**config.mk**
```make
export PLATFORM = sky130hd
export DESIGN_NAME = rational_arith_reduce
export DESIGN_NICKNAME = d
export VERILOG_FILES = /design/src/rtl/rar_pkg.sv /design/src/rtl/rar_gcd.sv /design/src/rtl/rar_div.sv /design/src/rtl/rational_arith_reduce.sv
export SDC_FILE = /design/constraint.sdc
export NUM_CORES = 2
export LEC_CHECK = 0
export BUFFER_PORTS_ARGS = -buffer_cell sky130_fd_sc_hd__buf_4
export CORE_ASPECT_RATIO = 1.4
export CORE_MARGIN = 1.5
export CORE_UTILIZATION = 35
export DETAILED_ROUTE_END_ITERATION = 10
export MAX_ROUTING_LAYER = met4
export PLACE_DENSITY = 0.53
export SLEW_MARGIN = 20
export SYNTH_ARGS = -nofsm -noshare
export SYNTH_HDL_FRONTEND = slang
export SYNTH_SLANG_ARGS = --single-unit
```
**constraint.sdc**
```tcl
create_clock -name clk -period 11.45 [get_ports clk]
set_input_delay 2.29 -clock clk [delete_from_list [all_inputs] [get_ports clk]]
set_output_delay 2.29 -clock clk [all_outputs]
set_load 0.1 [all_outputs]
```
**src/rtl/rar_pkg.sv**
```systemverilog
// Shared types and constants for the rational arithmetic reduce block.
`timescale 1ns / 1ps
`default_nettype none

package rar_pkg;

  // Command codes
  localparam logic [1:0] CMD_ADD = 2'd0;
  localparam logic [1:0] CMD_SUB = 2'd1;
  localparam logic [1:0] CMD_MUL = 2'd2;
  localparam logic [1:0] CMD_DIV = 2'd3;

  // Result field widths
  localparam int RES_NUM_W = 33;
  localparam int RES_DEN_W = 31;

  // Intermediate arithmetic wraps at this width
  localparam int WRAP_W = 64;

  // Sequencer states
  typedef enum logic [3:0] {
    ST_IDLE,
    ST_MUL0,
    ST_MUL1,
    ST_MUL2,
    ST_SUM,
    ST_FIX,
    ST_SETUP,
    ST_GCD,
    ST_DIV_NUM,
    ST_DIV_DEN,
    ST_DONE
  } state_t;

endpackage

`default_nettype wire

```
**src/rtl/rar_gcd.sv**
```systemverilog
// Binary gcd unit: one shift or one compare-and-subtract per cycle.
`timescale 1ns / 1ps
`default_nettype none

module rar_gcd #(
  parameter int W = 33
) (
  input  wire logic         clk,
  input  wire logic         rst,
  input  wire logic         start,
  input  wire logic [W-1:0] a,
  input  wire logic [W-1:0] b,
  output logic              done,
  output logic [W-1:0]      g
);

  localparam int KW = $clog2(W);

  logic          busy;
  logic [W-1:0]  u;
  logic [W-1:0]  v;
  logic [KW-1:0] k;
  logic          u_gt_v;
  logic [W-1:0]  big;
  logic [W-1:0]  small_val;
  logic [W-1:0]  diff;

  // Shared compare and subtract
  always_comb begin
    u_gt_v    = (u > v);
    big       = u_gt_v ? u : v;
    small_val = u_gt_v ? v : u;
    diff      = big - small_val;
  end

  // Control: busy until v reaches zero
  always_ff @(posedge clk) begin
    if (rst) begin
      busy <= 1'b0;
    end else if (start) begin
      busy <= 1'b1;
    end else if (busy && (v == '0)) begin
      busy <= 1'b0;
    end
  end

  // Datapath: common factors of two first, then odd reduction
  always_ff @(posedge clk) begin
    if (start) begin
      u <= a;
      v <= b;
      k <= '0;
    end else if (busy) begin
      priority if (v == '0) begin
        u <= u;
      end else if (!u[0] && !v[0]) begin
        u <= u >> 1;
        v <= v >> 1;
        k <= k + 1'b1;
      end else if (!u[0]) begin
        u <= u >> 1;
      end else if (!v[0]) begin
        v <= v >> 1;
      end else begin
        u <= small_val;
        v <= diff;
      end
    end
  end

  // g stays valid after done until the next start
  assign done = busy && (v == '0);
  assign g    = u << k;

endmodule

`default_nettype wire

```
**src/rtl/rar_div.sv**
```systemverilog
// Restoring divider: one quotient bit per cycle, exact quotient out.
`timescale 1ns / 1ps
`default_nettype none

module rar_div #(
  parameter int W = 33
) (
  input  wire logic         clk,
  input  wire logic         rst,
  input  wire logic         start,
  input  wire logic [W-1:0] dividend,
  input  wire logic [W-1:0] divisor,
  output logic              done,
  output logic [W-1:0]      quotient
);

  localparam int CW = $clog2(W);

  logic          busy;
  logic [CW-1:0] cnt;
  logic [W-1:0]  dvs;
  logic [W-1:0]  rem;
  logic [W-1:0]  quo;
  logic [W:0]    trial;
  logic [W+1:0]  sub;
  logic          fits;

  // Trial subtract of the divisor from the shifted remainder
  always_comb begin
    trial = {rem, quo[W-1]};
    sub   = {1'b0, trial} - {2'b00, dvs};
    fits  = !sub[W+1];
  end

  // Control
  always_ff @(posedge clk) begin
    if (rst) begin
      busy <= 1'b0;
      done <= 1'b0;
    end else begin
      done <= busy && (cnt == '0);
      if (start) begin
        busy <= 1'b1;
      end else if (busy && (cnt == '0)) begin
        busy <= 1'b0;
      end
    end
  end

  // Datapath: dividend shifts out while quotient bits shift in
  always_ff @(posedge clk) begin
    if (start) begin
      cnt <= CW'(W - 1);
      dvs <= divisor;
      rem <= '0;
      quo <= dividend;
    end else if (busy) begin
      cnt <= cnt - 1'b1;
      rem <= fits ? sub[W-1:0] : trial[W-1:0];
      quo <= {quo[W-2:0], fits};
    end
  end

  assign quotient = quo;

endmodule

`default_nettype wire

```
**src/rtl/rational_arith_reduce.sv**
```systemverilog
// Rational add, subtract, multiply and divide with gcd reduction of the result.
//
// Input channel (in_valid / in_stall) carries command and the operands
// num_a/den_a and num_b/den_b; a transaction completes when in_valid is high
// and in_stall low. Output channel (out_valid / out_stall) carries res_num
// and res_den from an output register.
// One item is worked at a time, with IW = min(2*OPERAND_WIDTH+1, 64):
//   the three products through the shared multiplier, then sum, sign fix
//   and setup, then the binary gcd unit (data dependent), then numerator
//   and denominator in turn through the shared restoring divider, then the
//   hand-off to the output register.
// A zero numerator or zero denominator skips the gcd and divider.
// in_stall is high from acceptance until the result is moved into the output
// register; a new transaction is taken while the last result still waits.
// While out_stall is high the result holds; the next result waits in the
// sequencer until the output register frees up.
// Reset (rst, synchronous) empties the output register and idles the
// sequencer; in_stall is held high while rst is high. No other state is
// kept between items.
`timescale 1ns / 1ps
`default_nettype none

module rational_arith_reduce #(
  parameter int OPERAND_WIDTH = 16
) (
  input  wire logic                                 clk,
  input  wire logic                                 rst,
  input  wire logic                                 in_valid,
  output logic                                      in_stall,
  input  wire logic [1:0]                           command,
  input  wire logic signed [OPERAND_WIDTH-1:0]      num_a,
  input  wire logic signed [OPERAND_WIDTH-1:0]      den_a,
  input  wire logic signed [OPERAND_WIDTH-1:0]      num_b,
  input  wire logic signed [OPERAND_WIDTH-1:0]      den_b,
  output logic                                      out_valid,
  input  wire logic                                 out_stall,
  output logic signed [rar_pkg::RES_NUM_W-1:0]      res_num,
  output logic [rar_pkg::RES_DEN_W-1:0]             res_den
);

  import rar_pkg::*;

  localparam int PW = 2 * OPERAND_WIDTH;
  localparam int IW = (PW + 1 > WRAP_W) ? WRAP_W : PW + 1;

  state_t state;
  state_t state_next;

  // Captured operands
  logic [1:0]                      cmd;
  logic signed [OPERAND_WIDTH-1:0] an;
  logic signed [OPERAND_WIDTH-1:0] ad;
  logic signed [OPERAND_WIDTH-1:0] bn;
  logic signed [OPERAND_WIDTH-1:0] bd;

  // Intermediate values
  logic signed [IW-1:0] p0;
  logic signed [IW-1:0] p1;
  logic signed [IW-1:0] n;
  logic signed [IW-1:0] dr;
  logic [IW-1:0]        mag;
  logic [IW-1:0]        mag_c;
  logic [IW-1:0]        qn;
  logic signed [IW-1:0] qs;
  logic                 neg;
  logic                 special;

  // Held result
  logic signed [RES_NUM_W-1:0] hold_num;
  logic [RES_DEN_W-1:0]        hold_den;

  // Shared multiplier
  logic signed [OPERAND_WIDTH-1:0] mul_x;
  logic signed [OPERAND_WIDTH-1:0] mul_y;
  logic signed [PW-1:0]            mul_p;
  logic signed [IW-1:0]            mul_ext;

  // Sub-unit handshakes
  logic          gcd_start;
  logic          gcd_done;
  logic [IW-1:0] gcd_g;
  logic          div_start;
  logic          div_done;
  logic [IW-1:0] div_dividend;
  logic [IW-1:0] div_q;
  logic          out_free;

  assign out_free = !out_valid || !out_stall;
  assign mul_p    = PW'(mul_x) * PW'(mul_y);
  assign mul_ext  = IW'(mul_p);

  // Magnitude and special cases of the sign-fixed raw result
  always_comb begin
    mag_c   = n[IW-1] ? $unsigned(-n) : $unsigned(n);
    special = (dr == '0) || (n == '0);
    qs      = neg ? -$signed(qn) : $signed(qn);
  end

  // Next state
  always_comb begin
    state_next = state;
    unique case (state)
      ST_IDLE:    if (in_valid) state_next = ST_MUL0;
      ST_MUL0:    state_next = ST_MUL1;
      ST_MUL1:    state_next = ST_MUL2;
      ST_MUL2:    state_next = ST_SUM;
      ST_SUM:     state_next = ST_FIX;
      ST_FIX:     state_next = ST_SETUP;
      ST_SETUP:   state_next = special ? ST_DONE : ST_GCD;
      ST_GCD:     if (gcd_done) state_next = ST_DIV_NUM;
      ST_DIV_NUM: if (div_done) state_next = ST_DIV_DEN;
      ST_DIV_DEN: if (div_done) state_next = ST_DONE;
      ST_DONE:    if (out_free) state_next = ST_IDLE;
      default:    state_next = ST_IDLE;
    endcase
  end

  // Sequencer outputs: in_stall, multiplier operands, divider dividend and unit starts
  always_comb begin
    in_stall     = rst || (state != ST_IDLE);
    mul_x        = an;
    mul_y        = bd;
    gcd_start    = 1'b0;
    div_start    = 1'b0;
    div_dividend = mag;
    unique case (state)
      ST_MUL0: begin
        mul_x = an;
        mul_y = (cmd == CMD_MUL) ? bn : bd;
      end
      ST_MUL1: begin
        mul_x = bn;
        mul_y = ad;
      end
      ST_MUL2: begin
        mul_x = ad;
        mul_y = (cmd == CMD_DIV) ? bn : bd;
      end
      ST_SETUP: begin
        gcd_start = !special;
      end
      ST_GCD: begin
        div_start    = gcd_done;
        div_dividend = mag;
      end
      ST_DIV_NUM: begin
        div_start    = div_done;
        div_dividend = $unsigned(dr);
      end
      default: begin
        gcd_start = 1'b0;
      end
    endcase
  end

  // State register
  always_ff @(posedge clk) begin
    if (rst) begin
      state <= ST_IDLE;
    end else begin
      state <= state_next;
    end
  end

  // Datapath registers
  always_ff @(posedge clk) begin
    unique case (state)
      ST_IDLE: begin
        cmd <= command;
        an  <= num_a;
        ad  <= den_a;
        bn  <= num_b;
        bd  <= den_b;
      end
      ST_MUL0: p0 <= mul_ext;
      ST_MUL1: p1 <= mul_ext;
      ST_MUL2: dr <= mul_ext;
      ST_SUM: begin
        priority if (cmd == CMD_ADD) begin
          n <= p0 + p1;
        end else if (cmd == CMD_SUB) begin
          n <= p0 - p1;
        end else begin
          n <= p0;
        end
      end
      ST_FIX: begin
        // Keep the denominator nonnegative
        if (dr[IW-1]) begin
          n  <= -n;
          dr <= -dr;
        end
      end
      ST_SETUP: begin
        neg <= n[IW-1];
        mag <= mag_c;
        priority if (dr == '0) begin
          hold_num <= RES_NUM_W'(n);
          hold_den <= '0;
        end else if (n == '0) begin
          hold_num <= '0;
          hold_den <= RES_DEN_W'(1);
        end
      end
      ST_DIV_NUM: begin
        if (div_done) qn <= div_q;
      end
      ST_DIV_DEN: begin
        if (div_done) begin
          hold_num <= RES_NUM_W'(qs);
          hold_den <= RES_DEN_W'(div_q);
        end
      end
      default: begin
        neg <= neg;
      end
    endcase
  end

  // Output register
  always_ff @(posedge clk) begin
    if (rst) begin
      out_valid <= 1'b0;
    end else if ((state == ST_DONE) && out_free) begin
      out_valid <= 1'b1;
    end else if (!out_stall) begin
      out_valid <= 1'b0;
    end
  end

  always_ff @(posedge clk) begin
    if ((state == ST_DONE) && out_free) begin
      res_num <= hold_num;
      res_den <= hold_den;
    end
  end

  rar_gcd #(
    .W (IW)
  ) u_gcd (
    .clk   (clk),
    .rst   (rst),
    .start (gcd_start),
    .a     (mag_c),
    .b     ($unsigned(dr)),
    .done  (gcd_done),
    .g     (gcd_g)
  );

  rar_div #(
    .W (IW)
  ) u_div (
    .clk      (clk),
    .rst      (rst),
    .start    (div_start),
    .dividend (div_dividend),
    .divisor  (gcd_g),
    .done     (div_done),
    .quotient (div_q)
  );

endmodule

`default_nettype wire
```
==> out/qor.csv <==
stage,metric,value,unit
floorplanning,die height,419,µm
cells_and_area,synth-to-layout area growth,11.4,%
floorplanning,Initial Util,35.3,%
global_route,GRT overflow,0,
synthesis,"FFs w/ async S/R, synth",0,%
setup_path,critical path arrival,9.90,ns
timing,slew of the pin with the lowest slew margin,1.13,ns
timing,"Hold Vio Cnt, Final",0,
setup_path,Worst path max stage delay,0.89,ns
hold_path,Hold Crit Class,reg2reg,
flow_run,max cap viols,0,
synthesis,Syn Nets,5036,
timing,Final Cycle Share,82.1,%
global_route,initial antenna violation count,0,
status,status,"complete, no violations",
clocking,Num CTS Buffers,66,
cells_and_area,nets@finish,5062,
synthesis,top_reg_cell synth,edfxtp_1,
synthesis,sequential share of the synthesized area,38.7,%
hold_path,min-delay src,hold_den[3],
setup_path,data required time of the worst path,11.95,ns
synthesis,Yosys top cell by area,edfxtp_1,
setup_path,Critical Path Sink Type,flop,
timing,"Slew Viols, Final",0,
detailed_routing,drt first pass iters,7,
synthesis,Post-synth EDFFs,523,
detailed_routing,via count,32400,
global_route,maximum number of pins on one net before global-route repair,85,
clocking,clock latency on the worst-skew pair,0.68,ns
global_route,All-Layer GR Usage,21.1,%
detailed_routing,Final ANT Viol Nets,0,
detailed_routing,DR iter-0 viols,2135,
synthesis,average size of a mapped cell,9.67,µm²
clocking,H-Tree Depth,3,
timing,Post-Route Setup TNS,0,ns
clocking,clk buf depth,3,
clocking,hold_buf cts,0,
placed_design,count of input and output buffers,135,
clocking,post-cts repair resize count,0,
setup_path,Worst Setup Path Type,reg2reg,
detailed_routing,Detailed Route WL,129,mm
setup_path,CP startpoint kind,flop,
timing,minimum clock period,9.40,ns
synthesis,Area contributors post-synth,"edfxtp_1, fa_1, ha_1",
cells_and_area,share of cells above drive strength 1,8.40,%
clocking,clk slew on worst S/H paths,0.06,ns
placed_design,GP Congestion,0.980,
synthesis,synth cell count leaders,"nor2_1, edfxtp_1, inv_1, nand2_1, a21oi_1",
synthesis,"Cell Area, Synth",0.0433,mm²
setup_path,Slowest cell on crit path,dfxtp_2,
timing,worst rel slew slack,23.9,%
synthesis,most common cell in the netlist,nor2_1,
floorplanning,row count,152,
synthesis,Syn Inst Count,4479,
timing,endpoints failing setup,0,
synthesis,area share of the largest cell type after synthesis,36.3,%
setup_path,"delay-heaviest family, CP",adder cells,
clocking,post-CTS setup buffers,0,
timing,Max Freq,106,MHz
clocking,Clock Root Buffer,clkbuf_16,
placed_design,hpwl dp,101,mm
synthesis,Netlist cell types,81,
global_route,global-route wire length before repair,197,mm
clocking,Sink Count,576,
floorplanning,Die X,300,µm
clocking,CTS tree,yes,
setup_path,Buf/Inv on CP,7,
detailed_routing,WL/cell,20.9,µm
floorplanning,Die ar.,0.126,mm²
setup_path,reg2reg start,state[0],
floorplanning,I/O pin total,136,
timing,Layout Skew,0.0308,ns
setup_path,CP startpoint,state[0],
setup_path,Worst path most repeated cell,fa_1,
global_route,number of global-route vias before repair,32800,
setup_path,CP Max Fanout,33,
timing,RSZ-0062 raised after global routing,no,
detailed_routing,DR DRC count,0,
detailed_routing,Via density,5.24,
synthesis,"Warnings, synthesis",0,
floorplanning,core area,0.123,mm²
synthesis,"flops & latches, synth",576,
-- final cells by class --
class,count,area [µm²]
antenna,1,2.50
clock buffer,76,1700
clock inverter,44,551
fill,12300,74400
inverter,483,1810
multi-input combinational,3191,24000
sequential,576,16800
tap,1617,2020
timing repair buffer,187,1400
-- worst register-to-register path, delay by kind of cell, from the launching register on --
kind / cells / cell delay [ns]
compound gates: 8 / 1.94
xor+xnor: 1 / 0.28
fa+ha+maj: 7 / 3.31
buf+inv: 7 / 0.94
flops: 1 / 0.89
mux: 1 / 0.16
simple gates: 9 / 1.72
-- layout by cell type, fill, tap and decap left out, types with 43 or more instances in the layout --
cell type	n
nand2b_1	69
a21oi_1	365
and2_1	45
ha_1	222
clkbuf_16	66
fa_1	265
mux2i_1	105
xnor2_1	170
a211oi_1	72
nand2_1	400
xor2_1	71
nand3_1	43
o21ai_0	211
a21o_1	48
nor3_1	58
buf_4	187
nor2_1	524
dfxtp_1	50
inv_1	479
edfxtp_1	523
-- cell families (layout without fill, tap and decap cells) --
| group | Yosys count | after routing | share of synthesized area [%] |
|---|---|---|---|
| buf+inv | 712 | 790 | 6.23 |
| simple gates | 1347 | 1347 | 14.0 |
| flops | 576 | 576 | 38.7 |
| fa+ha+maj | 487 | 487 | 18.7 |
| xor+xnor | 241 | 241 | 4.87 |
| compound gates | 980 | 980 | 13.9 |
| mux | 136 | 136 | 3.62 |
| other cells | 0 | 1 | 0 |
-- final timing paths --
path           endpoint  slack [ns]  depth (start not counted)
max              dr[31]        2.05                         33
min          res_den[3]        0.42                          0
max reg2reg      dr[31]        2.05                         33
min reg2reg  res_den[3]        0.42                          0
-- metrics by stage --
stage                     cells  utilization [%]  hold WS (ns)  setup WS, ns  instance area [µm²]
after global placement     6054             37.5         0.402          2.14                46000
after global routing       6174             39.3         0.427          1.46                48200
after CTS                  6174             39.3         0.419          2.02                48200
after floorplan            4479                -         0.400          1.15                43300
final                      6175             39.3         0.415          2.05                48200
after detailed placement   6054             37.5         0.405          2.04                46000
-- layer usage --
layer	global-route usage [%]	vias up	part of all wire (%)	wire length (µm)
met5	-	-	0	0
met4	12.3	0	6.4	8270
met3	2.23	259	3.7	4840
met2	36.8	781	50	65100
met1	23.4	15800	39	50900
li1	-	15500	-	-
Power is not shown: default switching activity piles up to over one toggle a cycle in this logic, so the estimate is an artifact.
